$ cat config.mk
export PLATFORM = sky130hd
export DESIGN_NAME = byte_ring_queue_framed
export DESIGN_NICKNAME = d
export VERILOG_FILES = /design/src/rtl/brq_pkg.sv /design/src/rtl/brq_lane.sv /design/src/rtl/brq_merge.sv /design/src/rtl/byte_ring_queue_framed.sv
export SDC_FILE = /design/constraint.sdc
export NUM_CORES = 2
export LEC_CHECK = 0
export BUFFER_PORTS_ARGS = -buffer_cell sky130_fd_sc_hd__buf_2
export CORE_ASPECT_RATIO = 1.25
export CORE_MARGIN = 3
export CORE_UTILIZATION = 40
export DETAILED_ROUTE_END_ITERATION = 6
export SLEW_MARGIN = 20
export SYNTH_ARGS = -nofsm -noshare
export SYNTH_HDL_FRONTEND = slang
export SYNTH_SLANG_ARGS = --single-unit
export TNS_END_PERCENT = 100
$ cat constraint.sdc
create_clock -name clk_i -period 9.9 [get_ports clk_i]
set_input_delay 2.475 -clock clk_i [delete_from_list [all_inputs] [get_ports clk_i]]
set_output_delay 2.475 -clock clk_i [all_outputs]
set_load 0.02 [all_outputs]
$ cat src/rtl/brq_pkg.sv
`timescale 1ns / 1ps
// ----------------------------------------------------------------------------
// brq_pkg
// Shared constants and operation codes of the framed byte ring queue.
// ----------------------------------------------------------------------------
package brq_pkg;

  // Default build sizes
  localparam int DEF_RING_DEPTH = 256;
  localparam int DEF_MAX_BLOCK  = 8;

  // Field widths fixed by the item format
  localparam int FUNC_W  = 3;
  localparam int LEN_W   = 4;
  localparam int WORD_W  = 64;
  localparam int LEVEL_W = 8;
  localparam int CNT_W   = 16;

  // Width used for count compares, wide enough for any block count
  localparam int CMP_W   = 5;

  localparam logic [CNT_W-1:0] SAT_MAX = 16'hFFFF;

  // Operation codes; code 7 is unused
  typedef enum logic [FUNC_W-1:0] {
    FN_WRITE     = 3'd0,
    FN_WRITE_FRM = 3'd1,
    FN_READ_BLK  = 3'd2,
    FN_READ_BYTE = 3'd3,
    FN_CLEAR     = 3'd4,
    FN_TAKE_SIZE = 3'd5,
    FN_PEEK_SIZE = 3'd6
  } func_e;

endpackage

$ cat src/rtl/brq_lane.sv
`timescale 1ns / 1ps
// ----------------------------------------------------------------------------
// brq_lane
// One byte lane: a memory bank holding every NB-th ring position. Works out
// its own byte offset in the block, write enable and row for both ports.
// ----------------------------------------------------------------------------
module brq_lane
  import brq_pkg::*;
#(
  parameter int NB   = 16,
  parameter int LW   = 4,
  parameter int PW   = 8,
  parameter int LANE = 0
) (
  input  logic                 clk_i,
  input  logic                 wr_en_i,
  input  logic [PW-1:0]        wr_base_i,
  input  logic [LEN_W-1:0]     wr_cnt_i,
  input  logic [NB-1:0][7:0]   wr_vec_i,
  input  logic [PW-1:0]        rd_base_i,
  output logic [7:0]           rd_byte_o
);

  localparam int RW   = PW - LW;
  localparam int ROWS = 2 ** RW;

  logic [7:0]    mem [ROWS];
  logic [LW-1:0] wr_off;
  logic [LW-1:0] rd_off;
  logic [PW-1:0] wr_pos;
  logic [PW-1:0] rd_pos;
  logic          we;
  logic [7:0]    wbyte;

  // Place this lane within the block at each pointer
  always_comb begin
    wr_off = LW'(LANE) - wr_base_i[LW-1:0];
    rd_off = LW'(LANE) - rd_base_i[LW-1:0];
    wr_pos = wr_base_i + PW'(wr_off);
    rd_pos = rd_base_i + PW'(rd_off);
    we     = wr_en_i && (CMP_W'(wr_off) < CMP_W'(wr_cnt_i));
    wbyte  = wr_vec_i[wr_off];
  end

  // Store the lane byte
  always_ff @(posedge clk_i) begin
    if (we) begin
      mem[wr_pos[PW-1:LW]] <= wbyte;
    end
  end

  // Registered read at the read pointer row
  always_ff @(posedge clk_i) begin
    rd_byte_o <= mem[rd_pos[PW-1:LW]];
  end

endmodule

$ cat src/rtl/brq_merge.sv
`timescale 1ns / 1ps
// ----------------------------------------------------------------------------
// brq_merge
// Rotates the lane read bytes back into item order, masks unread bytes and
// picks the byte at the read pointer.
// ----------------------------------------------------------------------------
module brq_merge
  import brq_pkg::*;
#(
  parameter int NB        = 16,
  parameter int LW        = 4,
  parameter int MAX_BLOCK = 8
) (
  input  logic [NB-1:0][7:0] lane_byte_i,
  input  logic [LW-1:0]      rd_low_i,
  input  logic [LEN_W-1:0]   rd_cnt_i,
  output logic [WORD_W-1:0]  read_data_o,
  output logic [7:0]         head_byte_o
);

  // Gather byte j from the lane that held ring position rp+j
  always_comb begin
    read_data_o = '0;
    for (int j = 0; j < MAX_BLOCK; j++) begin
      if (CMP_W'(j) < CMP_W'(rd_cnt_i)) begin
        read_data_o[j*8 +: 8] = lane_byte_i[LW'(rd_low_i + LW'(j))];
      end
    end
    head_byte_o = lane_byte_i[rd_low_i];
  end

endmodule

$ cat src/rtl/byte_ring_queue_framed.sv
`timescale 1ns / 1ps
// ----------------------------------------------------------------------------
// byte_ring_queue_framed
// Byte ring queue with block, framed and byte access and reject counters.
// ----------------------------------------------------------------------------
// An item is taken at a clock edge with start high and busy low; busy then
// stays high for one cycle and the result is strobed on done_o during the
// cycle that follows, and a new item may start while a result is shown. The
// extra stage comes from the registered read of the lane memories: the bytes
// come back in the cycle after the item is taken, and taking a frame size
// moves the read pointer only once that byte is known. The receiver cannot
// hold a result off; capture it while done_o is high. Storage is split into
// byte lanes, one memory bank per lane, so a whole block is written or read
// in one step. No clearing pass is needed after reset.
// ----------------------------------------------------------------------------
module byte_ring_queue_framed
  import brq_pkg::*;
#(
  parameter int RING_DEPTH = DEF_RING_DEPTH,
  parameter int MAX_BLOCK  = DEF_MAX_BLOCK
) (
  input  logic               clk_i,
  input  logic               rst_ni,
  input  logic               start,
  output logic               busy,
  input  logic [FUNC_W-1:0]  func_i,
  input  logic [LEN_W-1:0]   block_len_i,
  input  logic [WORD_W-1:0]  data_word_i,
  output logic               done_o,
  output logic               ok_o,
  output logic [WORD_W-1:0]  read_data_o,
  output logic [7:0]         frame_size_o,
  output logic [LEVEL_W-1:0] used_bytes_o,
  output logic [LEVEL_W-1:0] free_bytes_o,
  output logic [CNT_W-1:0]   full_rejects_o,
  output logic [CNT_W-1:0]   empty_rejects_o
);

  localparam int NB  = 2 ** $clog2(MAX_BLOCK + 1);
  localparam int LW  = $clog2(NB);
  localparam int DW  = $clog2(RING_DEPTH);
  localparam int PW  = (DW > LW + 1) ? DW : LW + 1;
  localparam int CW  = (PW > CMP_W) ? PW : CMP_W;
  localparam logic [PW-1:0] FULL_LVL = PW'(RING_DEPTH - 1);

  // Pointers and counters
  logic [PW-1:0]    wp_q, rp_q;
  logic [CNT_W-1:0] full_cnt_q, empty_cnt_q;

  // Stage between accept and result
  logic             stg_q;
  logic             stg_ok_q;
  logic [LEN_W-1:0] stg_rd_cnt_q;
  logic [LW-1:0]    stg_rd_low_q;
  logic             stg_fs_q;
  logic             stg_take_q;

  // Result registers
  logic               done_q, ok_q;
  logic [WORD_W-1:0]  read_data_q;
  logic [7:0]         frame_size_q;
  logic [LEVEL_W-1:0] used_q, free_q;

  // Decode signals
  func_e              fn;
  logic               accept;
  logic [LEN_W-1:0]   len_c, need_c, rd_n_c;
  logic [PW-1:0]      used_c, free_c;
  logic               fits_c, avail_c, nonempty_c;
  logic               wr_en;
  logic [NB-1:0][7:0] wr_vec;

  // Lane outputs and merge results
  logic [NB-1:0][7:0] lane_byte;
  logic [WORD_W-1:0]  merge_data;
  logic [7:0]         head_byte;
  logic               take_mv;
  logic [PW-1:0]      used_n;
  logic [PW-1:0]      free_n;

  assign busy   = stg_q;
  assign accept = start && !busy;
  assign fn     = func_e'(func_i);

  // Decode the operation and check space and fill
  always_comb begin
    len_c      = (block_len_i > LEN_W'(MAX_BLOCK)) ? LEN_W'(MAX_BLOCK) : block_len_i;
    need_c     = len_c + ((fn == FN_WRITE_FRM) ? LEN_W'(1) : LEN_W'(0));
    rd_n_c     = (fn == FN_READ_BYTE) ? LEN_W'(1) : len_c;
    used_c     = wp_q - rp_q;
    free_c     = FULL_LVL - used_c;
    fits_c     = CW'(free_c) >= CW'(need_c);
    avail_c    = CW'(used_c) >= CW'(rd_n_c);
    nonempty_c = used_c != '0;
    wr_en      = accept && ((fn == FN_WRITE) || (fn == FN_WRITE_FRM)) && fits_c;
  end

  // Assemble the write bytes, length byte first for a framed write
  always_comb begin
    wr_vec = '0;
    if (fn == FN_WRITE_FRM) begin
      wr_vec[0] = 8'(len_c);
      for (int j = 0; j < MAX_BLOCK; j++) begin
        wr_vec[j+1] = data_word_i[j*8 +: 8];
      end
    end else begin
      for (int j = 0; j < MAX_BLOCK; j++) begin
        wr_vec[j] = data_word_i[j*8 +: 8];
      end
    end
  end

  // Memory lanes
  for (genvar k = 0; k < NB; k++) begin : g_lane
    brq_lane #(
      .NB   (NB),
      .LW   (LW),
      .PW   (PW),
      .LANE (k)
    ) u_lane (
      .clk_i     (clk_i),
      .wr_en_i   (wr_en),
      .wr_base_i (wp_q),
      .wr_cnt_i  (need_c),
      .wr_vec_i  (wr_vec),
      .rd_base_i (rp_q),
      .rd_byte_o (lane_byte[k])
    );
  end

  // Merge lane bytes into item order
  brq_merge #(
    .NB        (NB),
    .LW        (LW),
    .MAX_BLOCK (MAX_BLOCK)
  ) u_merge (
    .lane_byte_i (lane_byte),
    .rd_low_i    (stg_rd_low_q),
    .rd_cnt_i    (stg_rd_cnt_q),
    .read_data_o (merge_data),
    .head_byte_o (head_byte)
  );

  // Levels after the item, including a frame-size take
  always_comb begin
    take_mv = stg_take_q && (head_byte != 8'h00);
    used_n  = wp_q - rp_q - (take_mv ? PW'(1) : PW'(0));
    free_n  = FULL_LVL - used_n;
  end

  // Carry out the item on accept, finish a take once the head byte is back
  always_ff @(posedge clk_i or negedge rst_ni) begin
    if (!rst_ni) begin
      wp_q         <= '0;
      rp_q         <= '0;
      full_cnt_q   <= '0;
      empty_cnt_q  <= '0;
      stg_q        <= 1'b0;
      stg_ok_q     <= 1'b0;
      stg_rd_cnt_q <= '0;
      stg_rd_low_q <= '0;
      stg_fs_q     <= 1'b0;
      stg_take_q   <= 1'b0;
    end else if (accept) begin
      stg_q        <= 1'b1;
      stg_ok_q     <= 1'b0;
      stg_rd_cnt_q <= '0;
      stg_rd_low_q <= rp_q[LW-1:0];
      stg_fs_q     <= 1'b0;
      stg_take_q   <= 1'b0;
      case (fn)
        FN_WRITE, FN_WRITE_FRM: begin
          if (fits_c) begin
            wp_q     <= wp_q + PW'(need_c);
            stg_ok_q <= 1'b1;
          end else if (full_cnt_q != SAT_MAX) begin
            full_cnt_q <= full_cnt_q + CNT_W'(1);
          end
        end
        FN_READ_BLK, FN_READ_BYTE: begin
          if (avail_c) begin
            rp_q         <= rp_q + PW'(rd_n_c);
            stg_ok_q     <= 1'b1;
            stg_rd_cnt_q <= rd_n_c;
          end else if (empty_cnt_q != SAT_MAX) begin
            empty_cnt_q <= empty_cnt_q + CNT_W'(1);
          end
        end
        FN_CLEAR: begin
          wp_q     <= rp_q;
          stg_ok_q <= 1'b1;
        end
        FN_TAKE_SIZE, FN_PEEK_SIZE: begin
          stg_ok_q   <= nonempty_c;
          stg_fs_q   <= nonempty_c;
          stg_take_q <= nonempty_c && (fn == FN_TAKE_SIZE);
        end
        default: begin
        end
      endcase
    end else begin
      stg_q <= 1'b0;
      if (take_mv) begin
        rp_q <= rp_q + PW'(1);
      end
      stg_take_q <= 1'b0;
    end
  end

  // Hold the result for its strobe cycle
  always_ff @(posedge clk_i or negedge rst_ni) begin
    if (!rst_ni) begin
      done_q <= 1'b0;
    end else begin
      done_q <= stg_q;
    end
  end

  always_ff @(posedge clk_i) begin
    if (stg_q) begin
      ok_q         <= stg_ok_q;
      read_data_q  <= merge_data;
      frame_size_q <= stg_fs_q ? head_byte : 8'h00;
      used_q       <= LEVEL_W'(used_n);
      free_q       <= LEVEL_W'(free_n);
    end
  end

  assign done_o          = done_q;
  assign ok_o            = ok_q;
  assign read_data_o     = read_data_q;
  assign frame_size_o    = frame_size_q;
  assign used_bytes_o    = used_q;
  assign free_bytes_o    = free_q;
  assign full_rejects_o  = full_cnt_q;
  assign empty_rejects_o = empty_cnt_q;

  // Every accepted item yields exactly one strobe
  a_stage_done: assert property (@(posedge clk_i) disable iff (!rst_ni)
    stg_q |=> done_q)
    else $error("accepted item produced no result strobe");

  // Stage and result strobe never overlap
  a_no_overlap: assert property (@(posedge clk_i) disable iff (!rst_ni)
    !(stg_q && done_q))
    else $error("stage busy during result strobe");

  // Fill never exceeds ring capacity
  a_fill_bound: assert property (@(posedge clk_i) disable iff (!rst_ni)
    (wp_q - rp_q) <= FULL_LVL)
    else $error("ring fill beyond capacity");

  // A rejected item returns no data
  a_reject_zero: assert property (@(posedge clk_i) disable iff (!rst_ni)
    (done_q && !ok_q) |-> (read_data_q == '0 && frame_size_q == 8'h00))
    else $error("rejected item returned data");

endmodule
### After elaboration in Yosys (flattened, before gate mapping)

Memories as Yosys holds them, arrays and structs flattened. A register that Yosys moved wholly into a read port is not among the register bits.
Cells that the tools add are included.

| word-level totals | value |
|---|---|
| register bits | 150 |
| bits in writable memories | 2048 |
| input bits | 74 |
| word-level logic and storage cells | 320 |
| memories | 16 |

Memory list:

| memory | depth | width | rd ports | clocked after memory_dff | wr ports | line | source |
|---|---|---|---|---|---|---|---|
| g_lane[0].u_lane.mem | 16 | 8 | 1 | 1 | 1 | brq_lane.sv:27 | `logic [7:0] mem [ROWS];` |
| g_lane[10].u_lane.mem | 16 | 8 | 1 | 1 | 1 | brq_lane.sv:27 |  |
| g_lane[11].u_lane.mem | 16 | 8 | 1 | 1 | 1 | brq_lane.sv:27 |  |
| g_lane[12].u_lane.mem | 16 | 8 | 1 | 1 | 1 | brq_lane.sv:27 |  |
| g_lane[13].u_lane.mem | 16 | 8 | 1 | 1 | 1 | brq_lane.sv:27 |  |
| g_lane[14].u_lane.mem | 16 | 8 | 1 | 1 | 1 | brq_lane.sv:27 |  |
| +10 memories | - | - | - | - | - | - |  |

| operators by class | value |
|---|---|
| add/sub/neg operators | 81 |
| $lt $le $gt $ge | 51 |
| equality and inequality tests | 11 |
| mux-type cells | 101 |
| bitwise logic cells | 2 |
| reduce and logical (&&, ||, !) cells | 35 |

Operators with widths:

| kind | count |
|---|---|
| $bmux W8 S4 | 24 |
| $add A8 B4 Y8 | 34 |
| $mux W8 | 30 |
| $lt A4 B5 Y1 const B | 24 |
| $lt A4 B4 Y1 | 16 |
| $mux W64 | 1 |
| $sub A4 B4 Y4 const A | 16 |
| $mux W1 | 40 |
| $add A16 B1 Y16 const B | 2 |
| $ne A16 B16 Y1 const B | 2 |
| $sub A3 B4 Y4 const A | 8 |
| $logic_and A1 B1 Y1 | 21 |
| $add A4 B3 Y4 const B | 4 |
| $ge A8 B4 Y1 | 2 |
| $lt A3 B4 Y1 const A | 4 |
| $mux W4 | 4 |
| $pmux W8 S2 | 1 |
| $reduce_bool A8 Y1 | 2 |
| $sub A1 B4 Y4 const A | 4 |
| $sub A2 B4 Y4 const A | 4 |
| $sub A8 B8 Y8 const A | 2 |
| $eq A3 B3 Y1 const B | 3 |
| $add A4 B2 Y4 const B | 2 |
| $add A8 B1 Y8 const B | 1 |
| 20 further kinds | 30 |

### Longest topological paths before layout

| depth | value |
|---|---|
| depth after elaboration | 8 |
| mapped depth | 16 |

### By module

Synthesis repeated with hierarchy kept, for this count alone.

| second synthesis, totals | value |
|---|---|
| cell total of the unflattened synthesis | 7723 |
| area, all modules | 122555.0 um2 |

By module, submodules not included:

| module | times used | cells an instance | area an instance (um2) | seq. area each (um2) |
|---|---|---|---|---|
| brq_lane (g_lane[5].u_lane) | 1 | 651 | 7955.1 | 4003.8 |
| byte_ring_queue_framed | 1 | 733 | 7701.1 | 4199.0 |
| brq_lane (g_lane[13].u_lane) | 1 | 617 | 7687.4 | 4003.8 |
| brq_lane (g_lane[9].u_lane) | 1 | 564 | 7561.0 | 4003.8 |
| brq_lane (g_lane[1].u_lane) | 1 | 501 | 7175.6 | 4003.8 |
| brq_lane (g_lane[14].u_lane) | 1 | 453 | 6857.8 | 4003.8 |
| brq_lane (g_lane[0].u_lane) | 1 | 342 | 6747.7 | 4003.8 |
| brq_lane (g_lane[10].u_lane) | 1 | 372 | 6696.4 | 4003.8 |
| brq_lane (g_lane[12].u_lane) | 1 | 335 | 6695.2 | 4003.8 |
| brq_lane (g_lane[11].u_lane) | 1 | 356 | 6608.8 | 4003.8 |
| brq_lane (g_lane[3].u_lane) | 1 | 347 | 6605.1 | 4003.8 |
| brq_lane (g_lane[6].u_lane) | 1 | 343 | 6595.1 | 4003.8 |
| brq_lane (g_lane[4].u_lane) | 1 | 348 | 6566.3 | 4003.8 |
| brq_lane (g_lane[8].u_lane) | 1 | 343 | 6542.5 | 4003.8 |
| 4 more rows | - | - | - | - |

### Least setup slack after synthesis

No wires, ideal clock.

| timing | value |
|---|---|
| kind | input to register |
| start | in func_i[1] |
| end | mem g_lane[8].u_lane.mem[0][0], enable pin |
| arrival | 6020 ps |
| path slack | 3485 ps |
| cell stages on the path | 15 |
| path buffers | 6 |
| cell sequence | buf_2 > or3b_1 > buf_2 > buf_2 > xnor2_1 > ha_1 > nor2b_1 > a21oi_1 > o21ai_1 > a221o_1 > a31o_1 > buf_2 > buf_2 > buf_2 > nor4_1 |

| between the ends | value |
|---|---|
| cells in the longest elaborated chain, start to end | 8 |
| elaborated cells between the ends (all ways) | 12 |

RTL lines:

| element | line | source |
|---|---|---|
| start: declaration | byte_ring_queue_framed.sv:26 | `input logic [FUNC_W-1:0] func_i,` |
| $eq A3 B1 Y1 | byte_ring_queue_framed.sv:88, byte_ring_queue_framed.sv:95 |  |
| $mux W1 | byte_ring_queue_framed.sv:88 | `need_c = len_c + ((fn == FN_WRITE_FRM) ? LEN_W'(1) : LEN_W'(0));` |
| $add A4 B1 Y4 | byte_ring_queue_framed.sv:88 |  |
| $ge A8 B4 Y1 | byte_ring_queue_framed.sv:92 | `fits_c = CW'(free_c) >= CW'(need_c);` |
| $logic_and A1 B1 Y1 | byte_ring_queue_framed.sv:95 | `wr_en = accept && ((fn == FN_WRITE) \|\| (fn == FN_WRITE_FRM)) && fits_c;` |
| $logic_and A1 B1 Y1 (*) | brq_lane.sv:41 | `we = wr_en_i && (CMP_W'(wr_off) < CMP_W'(wr_cnt_i));` |
| $mux W1 (*) | brq_lane.sv:47 | `if (we) begin` |
| $mux W1 (implied by the code) (*) | brq_lane.sv:48 | `mem[wr_pos[PW-1:LW]] <= wbyte;` |
| end: declaration | brq_lane.sv:27 |  |

Every way passes the cells marked *; elsewhere a longest branch is shown, timed or not.

### Worst setup path after layout

| timing | value |
|---|---|
| start | in func_i[2] |
| end | mem g_lane[3].u_lane.mem[3][6], enable pin |

| between the ends | value |
|---|---|
| cells in the longest elaborated chain, start to end | 8 |
| elaborated cells between the ends (all ways) | 12 |

RTL lines:

| element | line |
|---|---|
| $eq A3 B1 Y1 | byte_ring_queue_framed.sv:88, byte_ring_queue_framed.sv:95 |
| $mux W1 | byte_ring_queue_framed.sv:88 |
| $add A4 B1 Y4 | byte_ring_queue_framed.sv:88 |
| $ge A8 B4 Y1 | byte_ring_queue_framed.sv:92 |
| $logic_and A1 B1 Y1 | byte_ring_queue_framed.sv:95 |
| $logic_and A1 B1 Y1 (*) | brq_lane.sv:41 |
| $mux W1 (*) | brq_lane.sv:47 |
| $mux W1 (implied by the code) (*) | brq_lane.sv:48 |
| end: declaration | brq_lane.sv:27 |

Marks and branches as above.

==> reports/qor.csv <==
stage,metric,value,unit
synth,most frequent cell after synthesis,edfxtp_1,
clock_tree,Resized Gates After CTS,0,
place,Port Buffer Count,196,
clock_tree,clk sink count,2326,
clock_tree,CTS tree,done,
synth,Mapped Cells,6138,
sta,RSZ-0062 raised after global routing,no,
detailed_routing,Pre-antenna DRT Iters,7,
worst_setup_path,Most common cell on crit path,buf_4,
global_routing,met2 GRT Util,39.5,%
synth,"Avg Cell Area, Syn",17.0,um2
synth,ranking of synthesized cells by area,"edfxtp_1 61%, mux4_2 14%, mux2i_1 5.3%",
sta,fmax,0.150,GHz
place,HPWL after DPL,236,mm
worst_setup_path,CP Capture Point,g_lane[3].u_lane.mem[3][6]$_DFFE_PP_,
worst_setup_path,worst r2r src,wp_q[1]$_DFFE_PN0P_,
synth,post-synthesis cell area,0.104,mm2
synth,area share of the largest cell type after synthesis,61.5,%
synth,"Seq/Total Area, Yosys",65.4,%
worst_setup_path,Setup crit start,func_i[2],
synth,Synth Net Count,6321,
sta,Slew headroom,15.8,%
worst_setup_path,Worst R2R End,g_lane[2].u_lane.mem[3][4]$_DFFE_PP_,
synth,Yosys cell types,106,
global_routing,vias in the first global route,59900,
floorplanning,Initial Utilization,40.2,%
worst_setup_path,CP Class,in -> reg,
detailed_routing,# DRC,27,
sta,Setup TNS,0,ns
worst_setup_path,WP data required,10.46,ns
worst_setup_path,CP Capture Type,flop,
floorplanning,DIE HEIGHT,577,um
worst_setup_path,CP Data Arrival Time,7.22,ns
floorplanning,width of the die,463,um
worst_setup_path,reg2reg path depth,13,
worst_setup_path,crit path launch type,input pin,
worst_setup_path,max incr delay on CP,0.95,ns
clock_tree,CTS root buf,clkbuf_16,
worst_setup_path,"CP delay by family, top",simple AND/OR/NAND/NOR gates,
finish,P&R area growth vs syn,13.8,%
sta,final worst path period share,67.3,%
global_routing,antenna violations before repair,46,
worst_setup_path,worst-path maximum fanout,20,
sta,Worst-Margin Slew,1.25,ns
global_routing,met3 usage,4.90,%
synth,Synth top cells by count,"2137 x edfxtp_1, 671 x mux4_2, 549 x mux2i_1",
finish,layout cell share with drive strength beyond 1,26.2,%
status,failing checks,DRC,
clock_tree,Post-CTS Hold Fix Bufs,0,
job,MaxCap Viol Count,0,
detailed_routing,Routed WL,324,mm
synth,register bit total from synthesis,2326,
synth,Post-synth EDFFs,2137,
worst_setup_path,worst path bufs/invs,3,
global_routing,largest net degree at the start of global routing,66,
synth,Synth Flop Type,edfxtp_1,
sta,Post-Route Hold Slack,0.471,ns
finish,nets,6675,
worst_hold_path,Tightest Hold Check Type,reg -> reg,
finish,Fillers,22000,
status,status,"finished, violations left",
worst_setup_path,R2R setup slack,3.79,ns
synth,Syn. warnings,0,
worst_setup_path,critical path depth in cells,13,
global_routing,total gr overflow,0,
synth,Async SR Flop Fraction,2.62,%
worst_setup_path,CP Cell Sequence,buf_2 > or3b_1 > buf_4 > nor2_1 > ha_1 > nand2b_1 > a21oi_1 > o21ai_1 > a221o_1 > a31oi_4 > buf_4 > nand3_1 > nor3_1,
sta,count of pins over their slew limit,0,
clock_tree,CTS HTree Levels,4,
sta,"Hold Violations, Final",0,
detailed_routing,DR iter-0 viols,7356,
place,routability congestion estimate,0.946,
floorplanning,Row Count,209,
detailed_routing,Routed Antenna Nets,0,
global_routing,All-Layer GR Usage,23.7,%
sta,Final Skew,0.0952,ns
sta,setup violators final,0,
detailed_routing,Via Count,60300,
sta,Final min period,6.66,ns
floorplanning,core area,0.259,mm2
detailed_routing,vias per inst,5.92,
floorplanning,Die Area,0.267,mm2
finish,Sequential Area,0.0683,mm2
detailed_routing,routed len/inst,31.8,um
clock_tree,Setup Buffers After CTS,0,
worst_setup_path,Crit-path slowest cell,nor3_1,
global_routing,first-pass GRT wire length,454,mm
finish,area occupied by multi-input gates,0.0351,mm2
clock_tree,Clock Tree Buf Depth,4,
clock_tree,cts bufs inserted,223,
global_routing,Most Crowded Layer GR,met2,
synth,"area leader, netlist",edfxtp_1,
global_routing,GR Util met1,29.2,%
clock_tree,"Clk Latency, worst-skew pair",0.94,ns
clock_tree,Worst-path clk slew,0.07,ns
floorplanning,I/O pins,197,
## final cells by class
type                       instances  share of cell area [%]
timing repair buffer             466                    2.56
inverter                         127                   0.401
sequential                      2326                    57.5
clock buffer                     293                    5.26
clock inverter                   116                    1.02
antenna                           25                  0.0527
multi-input combinational       3348                    29.6
tap                             3481                    3.67
## sequential cells by signal, indices dropped and copies added, names as in the netlist, 4 cells and up
name and flops:
stg_rd_low_q 4, used_bytes_o 8, empty_rejects_o 16, g_lane.u_lane.mem 2048, stg_rd_cnt_q 4, frame_size_o 8, g_lane.u_lane.rd_byte_o 128, read_data_o 64
wp_q 8, free_bytes_o 8, full_rejects_o 16, rp_q 8
## layer usage
metal	vias up	share of wire [%]
met4	16	6.0
li1	25400	-
met5	-	0.034
met1	31300	37
met2	2893	49
met3	690	8.4
## cell families (layout without fill, tap and decap cells)
family / count (synthesis) / after routing / share of synthesized area (%)
muxes: 1229 / 1229 / 19.9
and+or+nand+nor: 1202 / 1202 / 5.60
adders and majority gates: 121 / 121 / 1.44
AOI/OAI and AO/OA: 576 / 576 / 3.77
other: 0 / 25 / 0
xor gates and xnor gates: 220 / 220 / 1.93
DFF: 2326 / 2326 / 65.4
buffers and inverters: 464 / 1002 / 2.00
## metrics by stage
step                      instances  setup WS, ns  instance area [um2]  util, %
after floorplan                6138          3.49               104000        -
after global placement         9746          2.37               111000     42.7
after detailed placement       9747          2.40               111000     42.7
after CTS                     10200          3.37               118000     45.6
after global routing          10200          3.02               119000     45.8
final                         10200          3.24               119000     45.8
## worst register-to-register path: cells and delay by family, from the launching register on
kind	cells	cell delay, ns
simple gates	5	2.25
fa+ha+maj	2	1.04
buf+inv	3	0.98
compound gates	2	0.86
flops	1	0.35
xor+xnor	1	0.22
## placed cells by master, fill, tap and decap left out, types with 72 or more instances in the layout
cell and count:
edfxtp_1 2137, mux4_2 671, mux2i_1 545, nand2_1 370
buf_4 268, clkbuf_16 230, nor2_1 205, buf_2 196
xnor2_1 130, dfxtp_1 128, inv_1 114, nand3_1 112
ha_1 102, nor3_1 97, a21oi_1 85, o21ai_0 81
nor3_2 81, nor2b_1 79, nor4_1 72
## worst min-delay path by stage
stage          slack (ns)            startpoint        endpoint  cells past startpoint
2_1_floorplan        0.43  stg_ok_q$_DFFE_PN0P_  ok_o$_DFFE_PP_                      0
3_3_place_gp         0.45  stg_ok_q$_DFFE_PN0P_  ok_o$_DFFE_PP_                      0
3_5_place_dp         0.45  stg_ok_q$_DFFE_PN0P_  ok_o$_DFFE_PP_                      0
4_1_cts              0.47  stg_ok_q$_DFFE_PN0P_  ok_o$_DFFE_PP_                      0
5_1_grt              0.47  stg_ok_q$_DFFE_PN0P_  ok_o$_DFFE_PP_                      0
6_report             0.47  stg_ok_q$_DFFE_PN0P_  ok_o$_DFFE_PP_                      0
Power is left out: the tool's default activity adds up to more than one toggle a clock period on the data nets, which glitch-free logic cannot reach.
